`src/u8u16_pkg.sv`:
```
// Shared types and constants of the UTF-8 to UTF-16 transcoder.
package u8u16_pkg;

  // Width of the running unit counter; it saturates at its all-ones value.
  localparam int COUNT_BITS = 16;
  localparam logic [COUNT_BITS-1:0] CNT_MAX = '1;

  // Width used when comparing the counter against the 16-bit capacity.
  localparam int CMP_W = ((COUNT_BITS > 16) ? COUNT_BITS : 16) + 2;

  // Result queue geometry.
  localparam int QDEPTH = 8;
  localparam int QPTR_W = $clog2(QDEPTH);
  localparam int QCNT_W = QPTR_W + 1;

  typedef enum logic [1:0] {
    ST_OK      = 2'd0,
    ST_INVALID = 2'd1,
    ST_RANGE   = 2'd2,
    ST_NOBUF   = 2'd3
  } status_t;

  typedef enum logic {
    CFG_BIG_ENDIAN = 1'b0,
    CFG_CAPACITY   = 1'b1
  } cfg_idx_t;

  typedef struct packed {
    logic [15:0] code_unit;
    status_t     status;
    logic        last;
    logic [15:0] unit_count;
  } res_t;

  // Puts a code unit into the selected byte order.
  function automatic logic [15:0] order_unit(input logic [15:0] u, input logic be);
    order_unit = be ? {u[7:0], u[15:8]} : u;
  endfunction

endpackage

```
`src/utf8_to_utf16_transcoder_top.sv`:
```
// Top level of the UTF-8 to UTF-16 transcoder: input stage, decoder and result queue.
// A taken byte is registered in the input stage, then decoded and written into the result queue.
// Throughput: one input byte per cycle, back to back while in_ready is high. The output side drains
//   one beat per cycle while out_ready is high, keeping up even with surrogate pairs (four bytes each).
// Reset (rst_n low, synchronous): decoder state, unit counter and result queue clear,
//   cfg_be_r returns to 0 and cfg_cap_r to 65535.
module utf8_to_utf16_transcoder_top (
  input  logic        clk,
  input  logic        rst_n,
  // Configuration write port.
  input  logic        cfg_we,
  input  logic        cfg_index,
  input  logic [15:0] cfg_wdata,
  // Input byte channel.
  input  logic        in_valid,
  output logic        in_ready,
  input  logic [7:0]  in_byte,
  // Result channel.
  output logic        out_valid,
  input  logic        out_ready,
  output logic [15:0] out_code_unit,
  output logic [1:0]  out_status,
  output logic        out_last,
  output logic [15:0] out_unit_count
);
  import u8u16_pkg::*;

  // Configuration registers.
  logic        cfg_be_r;
  logic [15:0] cfg_cap_r;

  // Input stage: the accepted byte is registered here before it is decoded. The stage never stalls,
  // because a byte is only taken while the queue can absorb both it and the staged one.
  logic       stg_vld_r;
  logic [7:0] stg_byte_r;

  // Decoder state.
  logic [20:0]           acc_r, acc_nxt;
  logic [1:0]            bl_r, bl_nxt;
  logic [2:0]            len_r, len_nxt;
  logic [COUNT_BITS-1:0] units_r, units_nxt;
  logic                  disc_r, disc_nxt;

  // Results of the staged byte.
  res_t       r0, r1;
  logic [1:0] n_push;

  // Result queue.
  res_t              q_mem_r [QDEPTH];
  logic [QPTR_W-1:0] q_wr_r, q_rd_r, q_wr_p1;
  logic [QCNT_W-1:0] q_cnt_r;
  logic              pop;
  logic [QCNT_W:0]   room_sum;

  // A byte completes a code point when it is a plain ASCII byte or the final
  // continuation byte of a longer sequence.
  logic [7:0]  b;
  logic [20:0] acc_shift;
  logic        fin_go;
  logic [20:0] fin_cp;
  logic [2:0]  fin_len;

  // Checks on a completed code point, in the order the format requires.
  logic                  fin_overlong, fin_range, fin_two, fin_nobuf, fin_surr;
  logic [CMP_W-1:0]      fin_sum;
  logic [20:0]           sup_off;
  logic [15:0]           hi_unit, lo_unit;
  logic [COUNT_BITS:0]   bump_sum;
  logic [COUNT_BITS-1:0] units_bumped;
  logic                  term_nobuf;

  assign in_ready = (room_sum <= (QCNT_W+1)'(QDEPTH - 2));
  assign room_sum = {1'b0, q_cnt_r} + (QCNT_W+1)'({stg_vld_r, 1'b0});

  always_ff @(posedge clk) begin
    if (!rst_n) begin
      cfg_be_r  <= 1'b0;
      cfg_cap_r <= 16'hFFFF;
    end else if (cfg_we) begin
      unique case (cfg_idx_t'(cfg_index))
        CFG_BIG_ENDIAN: cfg_be_r  <= cfg_wdata[0];
        CFG_CAPACITY:   cfg_cap_r <= cfg_wdata;
      endcase
    end
  end

  always_ff @(posedge clk) begin
    if (!rst_n) begin
      stg_vld_r <= 1'b0;
    end else begin
      stg_vld_r <= in_valid && in_ready;
    end
  end

  always_ff @(posedge clk) begin
    if (in_valid && in_ready) begin
      stg_byte_r <= in_byte;
    end
  end

  assign b         = stg_byte_r;
  assign acc_shift = {acc_r[14:0], b[5:0]};

  always_comb begin
    fin_go  = 1'b0;
    fin_cp  = acc_shift;
    fin_len = len_r;
    if (!disc_r) begin
      if (bl_r != 2'd0) begin
        fin_go = (b != 8'h00) && (b[7:6] == 2'b10) && (bl_r == 2'd1);
      end else if ((b != 8'h00) && !b[7]) begin
        fin_go  = 1'b1;
        fin_cp  = 21'(b);
        fin_len = 3'd1;
      end
    end
  end

  assign fin_overlong = ((fin_len == 3'd2) && (fin_cp < 21'h000080)) ||
                        ((fin_len == 3'd3) && (fin_cp < 21'h000800)) ||
                        ((fin_len == 3'd4) && (fin_cp < 21'h010000));
  assign fin_range    = fin_cp > 21'h10FFFF;
  assign fin_two      = fin_cp > 21'h00FFFF;
  // Room is needed for the new units plus one unit kept for the terminator.
  assign fin_sum      = CMP_W'(units_r) + (fin_two ? CMP_W'(3) : CMP_W'(2));
  assign fin_nobuf    = fin_sum > CMP_W'(cfg_cap_r);
  assign fin_surr     = (fin_cp >= 21'h00D800) && (fin_cp <= 21'h00DFFF);
  assign sup_off      = fin_cp - 21'h010000;
  assign hi_unit      = 16'hD800 | 16'(sup_off[19:10]);
  assign lo_unit      = 16'hDC00 | 16'(sup_off[9:0]);
  assign bump_sum     = {1'b0, units_r} + (fin_two ? (COUNT_BITS+1)'(2) : (COUNT_BITS+1)'(1));
  assign units_bumped = (bump_sum > {1'b0, CNT_MAX}) ? CNT_MAX : bump_sum[COUNT_BITS-1:0];
  assign term_nobuf   = CMP_W'(units_r) >= CMP_W'(cfg_cap_r);

  always_comb begin
    acc_nxt   = acc_r;
    bl_nxt    = bl_r;
    len_nxt   = len_r;
    units_nxt = units_r;
    disc_nxt  = disc_r;
    n_push    = 2'd0;
    r0        = '0;
    r1        = '0;
    if (stg_vld_r) begin
      priority if (disc_r) begin
        // Bytes after an error are dropped; the zero byte ends the string.
        if (b == 8'h00) begin
          disc_nxt  = 1'b0;
          acc_nxt   = '0;
          bl_nxt    = '0;
          len_nxt   = '0;
          units_nxt = '0;
        end
      end else if (bl_r != 2'd0) begin
        if ((b == 8'h00) || (b[7:6] != 2'b10)) begin
          // A zero inside a sequence ends the string, so nothing is dropped after it.
          r0.status = ST_INVALID;
          r0.last   = 1'b1;
          n_push    = 2'd1;
          acc_nxt   = '0;
          bl_nxt    = '0;
          len_nxt   = '0;
          units_nxt = '0;
          disc_nxt  = (b != 8'h00);
        end else begin
          acc_nxt = acc_shift;
          bl_nxt  = bl_r - 2'd1;
        end
      end else if (b == 8'h00) begin
        acc_nxt   = '0;
        bl_nxt    = '0;
        len_nxt   = '0;
        units_nxt = '0;
        r0.last   = 1'b1;
        n_push    = 2'd1;
        if (term_nobuf) begin
          r0.status = ST_NOBUF;
        end else begin
          r0.status     = ST_OK;
          r0.unit_count = 16'(units_r);
        end
      end else if (!b[7]) begin
        // Plain ASCII is handled by the completion logic below.
      end else if (b[7:5] == 3'b110) begin
        acc_nxt = 21'(b[4:0]);
        len_nxt = 3'd2;
        bl_nxt  = 2'd1;
      end else if (b[7:4] == 4'b1110) begin
        acc_nxt = 21'(b[3:0]);
        len_nxt = 3'd3;
        bl_nxt  = 2'd2;
      end else if (b[7:3] == 5'b11110) begin
        acc_nxt = 21'(b[2:0]);
        len_nxt = 3'd4;
        bl_nxt  = 2'd3;
      end else begin
        r0.status = ST_INVALID;
        r0.last   = 1'b1;
        n_push    = 2'd1;
        acc_nxt   = '0;
        bl_nxt    = '0;
        len_nxt   = '0;
        units_nxt = '0;
        disc_nxt  = 1'b1;
      end

      if (fin_go) begin
        acc_nxt = '0;
        bl_nxt  = '0;
        len_nxt = '0;
        n_push  = 2'd1;
        priority if (fin_overlong || fin_range || fin_nobuf || fin_surr) begin
          r0.last   = 1'b1;
          units_nxt = '0;
          disc_nxt  = 1'b1;
          priority if (fin_overlong) r0.status = ST_INVALID;
          else if (fin_range)        r0.status = ST_RANGE;
          else if (fin_nobuf)        r0.status = ST_NOBUF;
          else                       r0.status = ST_INVALID;
        end else if (fin_two) begin
          r0.code_unit = order_unit(hi_unit, cfg_be_r);
          r1.code_unit = order_unit(lo_unit, cfg_be_r);
          n_push       = 2'd2;
          units_nxt    = units_bumped;
        end else begin
          r0.code_unit = order_unit(fin_cp[15:0], cfg_be_r);
          units_nxt    = units_bumped;
        end
      end
    end
  end

  always_ff @(posedge clk) begin
    if (!rst_n) begin
      acc_r   <= '0;
      bl_r    <= '0;
      len_r   <= '0;
      units_r <= '0;
      disc_r  <= 1'b0;
    end else begin
      acc_r   <= acc_nxt;
      bl_r    <= bl_nxt;
      len_r   <= len_nxt;
      units_r <= units_nxt;
      disc_r  <= disc_nxt;
    end
  end

  // Result queue: up to two beats written per cycle, one beat read per cycle while out_ready is high.
  assign pop     = out_valid && out_ready;
  assign q_wr_p1 = q_wr_r + QPTR_W'(1);

  always_ff @(posedge clk) begin
    if (!rst_n) begin
      q_wr_r  <= '0;
      q_rd_r  <= '0;
      q_cnt_r <= '0;
    end else begin
      q_wr_r  <= q_wr_r + QPTR_W'(n_push);
      q_rd_r  <= q_rd_r + QPTR_W'(pop);
      q_cnt_r <= q_cnt_r + QCNT_W'(n_push) - QCNT_W'(pop);
    end
  end

  always_ff @(posedge clk) begin
    if (n_push != 2'd0) begin
      q_mem_r[q_wr_r] <= r0;
    end
    if (n_push == 2'd2) begin
      q_mem_r[q_wr_p1] <= r1;
    end
  end

  assign out_valid      = q_cnt_r != '0;
  assign out_code_unit  = q_mem_r[q_rd_r].code_unit;
  assign out_status     = q_mem_r[q_rd_r].status;
  assign out_last       = q_mem_r[q_rd_r].last;
  assign out_unit_count = q_mem_r[q_rd_r].unit_count;

  // The admission rule must leave room for every beat the staged byte produces.
  a_no_overflow: assert property (@(posedge clk) disable iff (!rst_n)
    (QCNT_W+1)'(q_cnt_r) + (QCNT_W+1)'(n_push) <= (QCNT_W+1)'(QDEPTH))
    else $error("result queue overflow");

  // With no sequence open, the sequence length is cleared.
  a_seq_idle: assert property (@(posedge clk) disable iff (!rst_n)
    (bl_r == 2'd0) |-> (len_r == 3'd0))
    else $error("sequence length left over with no bytes pending");

  // While a sequence is open, fewer continuation bytes remain than its length.
  a_seq_open: assert property (@(posedge clk) disable iff (!rst_n)
    (bl_r != 2'd0) |-> ((len_r >= 3'd2) && (len_r <= 3'd4) && (3'(bl_r) < len_r)))
    else $error("inconsistent open sequence");

  // A surrogate pair is made only of two plain data beats.
  a_pair_ok: assert property (@(posedge clk) disable iff (!rst_n)
    (n_push == 2'd2) |-> ((r0.status == ST_OK) && (r1.status == ST_OK) && !r0.last && !r1.last))
    else $error("surrogate pair carries an error or end flag");

  // Dropped bytes never produce beats.
  a_discard_quiet: assert property (@(posedge clk) disable iff (!rst_n)
    (stg_vld_r && disc_r) |-> (n_push == 2'd0))
    else $error("beat produced while dropping bytes");

endmodule

```
`config.mk`:
```
export PLATFORM = sky130hd
export DESIGN_NAME = utf8_to_utf16_transcoder_top
export DESIGN_NICKNAME = d
export VERILOG_FILES = /design/src/u8u16_pkg.sv /design/src/utf8_to_utf16_transcoder_top.sv
export SDC_FILE = /design/constraint.sdc
export NUM_CORES = 1
export LEC_CHECK = 0
export BUFFER_PORTS_ARGS = -buffer_cell sky130_fd_sc_hd__buf_2
export CAP_MARGIN = 20
export CORE_UTILIZATION = 34
export DETAILED_ROUTE_END_ITERATION = 8
export PLACE_DENSITY_LB_ADDON = 0.1
export SETUP_SLACK_MARGIN = 0.05
export SLEW_MARGIN = 10
export SYNTH_ARGS = -nofsm -noshare
export SYNTH_HDL_FRONTEND = slang
export SYNTH_SLANG_ARGS = --single-unit
```
`constraint.sdc`:
```
create_clock -name clk -period 18 [get_ports clk]
set_input_delay 1.8 -clock clk [delete_from_list [all_inputs] [get_ports clk]]
set_output_delay 1.8 -clock clk [all_outputs]
set_load 0.005 [all_outputs]
```
==> metrics <==
Final Util 0.388; CP Depth 24; Initial Util 0.346; HPWL Detailed 35.8 mm; slew at the pin closest to its max-slew limit around 1.2 ns; Fmax 0.109 GHz; number of global-route vias before repair 13,500; TritonCTS Sinks around 350; #FFs+latches synth 353; pwr/cell area 102 nW/um^2; final setup fails 0; die extent in y 228 um; r2r startpoint b[4]; initial antenna violation count 0; CP delay by family, top simple AND/OR/NAND/NOR gates; most frequent cell after synthesis nand2_1; post-synth top area share 0.250; cell count after synthesis 1,675; die width 228 um; outcome complete, no violations; post-CTS setup buffer count 0; HP Start q_mem_r[5][17]; dominant cells by area after synthesis dfxtp_1 25%, edfxtp_1 24%, o22ai_1 9.4%, mux4_2 9.1%, nand2_1 5.8%; Yosys warnings 0; DR DRC count 0; CTS tree done; layout cells sized above 1 0.171; RR Endpoint q_mem_r[4][29]; final net count 1,756; distinct cell type count after synthesis 73; Critical Path End Type flip-flop; Worst Setup Path Type flip-flop to flip-flop; Final period util 0.508; Post-synth top cells 270 x nand2_1, 261 x o22ai_1, 217 x dfxtp_1, 136 x edfxtp_1, 97 x clkbuf_1; hold path depth 2; maximum VDD drop 0.0584 mV; R2R depth 24; first-pass GRT wire length between 80 and 90 mm; Antenna Cells 0; fin crit period 9.14 ns; Seq/Total Area, Yosys 0.485; dominant synthesized flop cell dfxtp_1; htree depth 2; Clock Root Buffer clkbuf_16; slowest stage delay, CP 0.94 ns; area grow syn2layout 12.2%; total die area 52,000 um^2; Routed WL between 50 and 60 mm; gpl congestion slightly above 0.8; GRT Overall Usage 0.207; RSZ-0062 raised after global routing false; Synth area leader dfxtp_1; slowest CP cell nand2_1; most used cell, CP ha_1; total global routing overflow 0; CTS Buf Count 41; setup_tns 0 ns; max-cap viol count 0; crit path DAT approximately 9.3 ns; post-route ant nets 0; EDFF count, synth 136; hold_buf cts 0; # resized after CTS 0; Crit Path Max Fanout 26; relative slew slack 0.188; Clock Latency Late Sink 0.59 ns; Clock Path Buffers 3; CORE AREA 50,300 um^2; Core Rows 82; ys async rst share 0; Final Hold Vio Count 0; CP startpoint kind flip-flop; Max Slew Vio Count 0; reg2reg setup slack between 8 and 9 ns; I/O pins 67; drt wl/cell ~23 um; critical path, cell by cell or4_1 -> o21ai_1 -> buf_4 -> nand2_1 -> ha_1 -> nand2_1 -> or4_1 -> nand3_2 -> inv_2 -> ha_1 -> inv_1 -> ha_1 -> nor3_1 -> nand4_1 -> xnor2_1 -> ha_1 -> and4_1 -> nand4_1 -> a31oi_1 -> a2111oi_0 -> o211ai_1 -> nor2_1 -> nand4_1 -> nand2_1; clock slew at reported path FFs 0.06 ns; count of port buffers added during placement between 60 and 70; drt first pass iters 5; worst path required time 18.20 ns; syn nets 1,761; Worst Path Buf+Inv 3; Clock Skew 0.0176 ns; Vias 13,600; Leak Pwr 6.98 nW; vias per cell 5.73; Post-Syn Area 17,400 um^2; syn_area_per_cell 10.4 um^2; Tightest Hold Check Type flip-flop to flip-flop; largest net degree at the start of global routing between 40 and 50; Hold Crit Endpoint q_mem_r[5][17]; drt first-iter violations roughly 1,200
worst reg2reg max path: stages, from the launching register on:
cell       delay (ns)
edfxtp_1         0.59
or4_1            0.51
o21ai_1          0.15
buf_4            0.28
nand2_1          0.13
ha_1             0.22
nand2_1          0.08
or4_1            0.15
nand3_2          0.33
inv_2            0.45
ha_1             0.29
inv_1            0.08
ha_1             0.22
nor3_1           0.67
nand4_1          0.22
xnor2_1          0.22
ha_1             0.27
and4_1           0.19
nand4_1          0.14
a31oi_1          0.06
a2111oi_0        0.52
o211ai_1         0.40
nor2_1           0.74
nand4_1          0.91
nand2_1          0.95
per-layer routing:
metal,up-vias,wire length (um),track usage,part of all wire
li1,6373,-,-,-
met1,6786,25700,0.290,0.47
met2,373,24900,0.331,0.46
met3,79,2680,0.0361,0.049
met4,0,1040,0.0489,0.019
met5,-,0,0,0
layout by cell type (no fill, tap or decap), types with 7 or more instances in the layout:
cell type and count:
a21o_1 15, a21oi_1 31, a22o_1 9, a22oi_1 21, a31oi_1 7, and2_1 15
and3_1 16, buf_2 67, buf_4 20, clkbuf_1 17, clkbuf_16 41, dfxtp_1 214
edfxtp_1 136, ha_1 53, inv_1 44, mux2_2 37, mux4_2 70, nand2_1 267
nand3_1 28, nand4_1 26, nor2_1 72, nor3_1 15, o211ai_1 22, o21ai_0 33
o22ai_1 261, o22ai_2 8, o2bb2ai_1 8, xnor2_1 15, xor2_1 7
layout make-up:
cell class / instances / area [um^2]
timing repair buffer: 90 / 536
inverter: 45 / 169
sequential: 353 / 8440
clock buffer: 64 / 1170
fill: 5022 / 30800
tap: 672 / 841
multi-input combinational: 1139 / 8230
clock inverter: 11 / 109
metrics by stage:
step / total power [mW] / cell area, um^2 / hold WS (ns) / instances / worst slack (ns)
5_1_grt: 2.08 / 19500 / 0.481 / 2374 / 8.06
2_1_floorplan: 1.11 / 17400 / 0.438 / 1675 / 10.32
3_5_place_dp: 1.21 / 18200 / 0.458 / 2296 / 8.88
6_report: 2.00 / 19500 / 0.463 / 2374 / 8.86
4_1_cts: 2.02 / 19400 / 0.465 / 2371 / 8.84
3_3_place_gp: 1.21 / 18200 / 0.450 / 2295 / 9.13
worst max-delay path by stage:
stage | start | endpoint | slack [ns]
after floorplan | b[5] | q_cnt_r[3] | 10.32
after global placement | b[4] | q_mem_r[4][25] | 9.13
after detailed placement | b[5] | q_mem_r[4][29] | 8.88
after CTS | b[5] | q_mem_r[4][29] | 8.84
after global routing | b[3] | q_mem_r[4][29] | 8.06
final | b[4] | q_mem_r[4][29] | 8.86
where the power goes:
group	total (mW)	switching [mW]	internal (mW)
clock network	0.803	0.350	0.453
registers	0.891	0.0430	0.848
logic	0.304	0.173	0.131
total	2.00	0.566	1.43
sequential cells by signal, indices dropped and copies added, names as in the netlist, 2 cells and up:
register and flops:
len_r 3, q_wr_r 3, bl_r 2, units_r 16
acc_r 15, b 8, q_rd_r 3, q_cnt_r 4
q_mem_r 280, cfg_cap_r 16
kinds of logic after synthesis:
family | share of synthesized area
xor gates and xnor gates | 0.0111
muxes | 0.116
and+or+nand+nor | 0.129
DFF | 0.485
adders and majority gates | 0.0416
AOI/OAI and AO/OA | 0.175
buffers and inverters | 0.0425
Note: power is estimated with default switching activity, not from simulation.
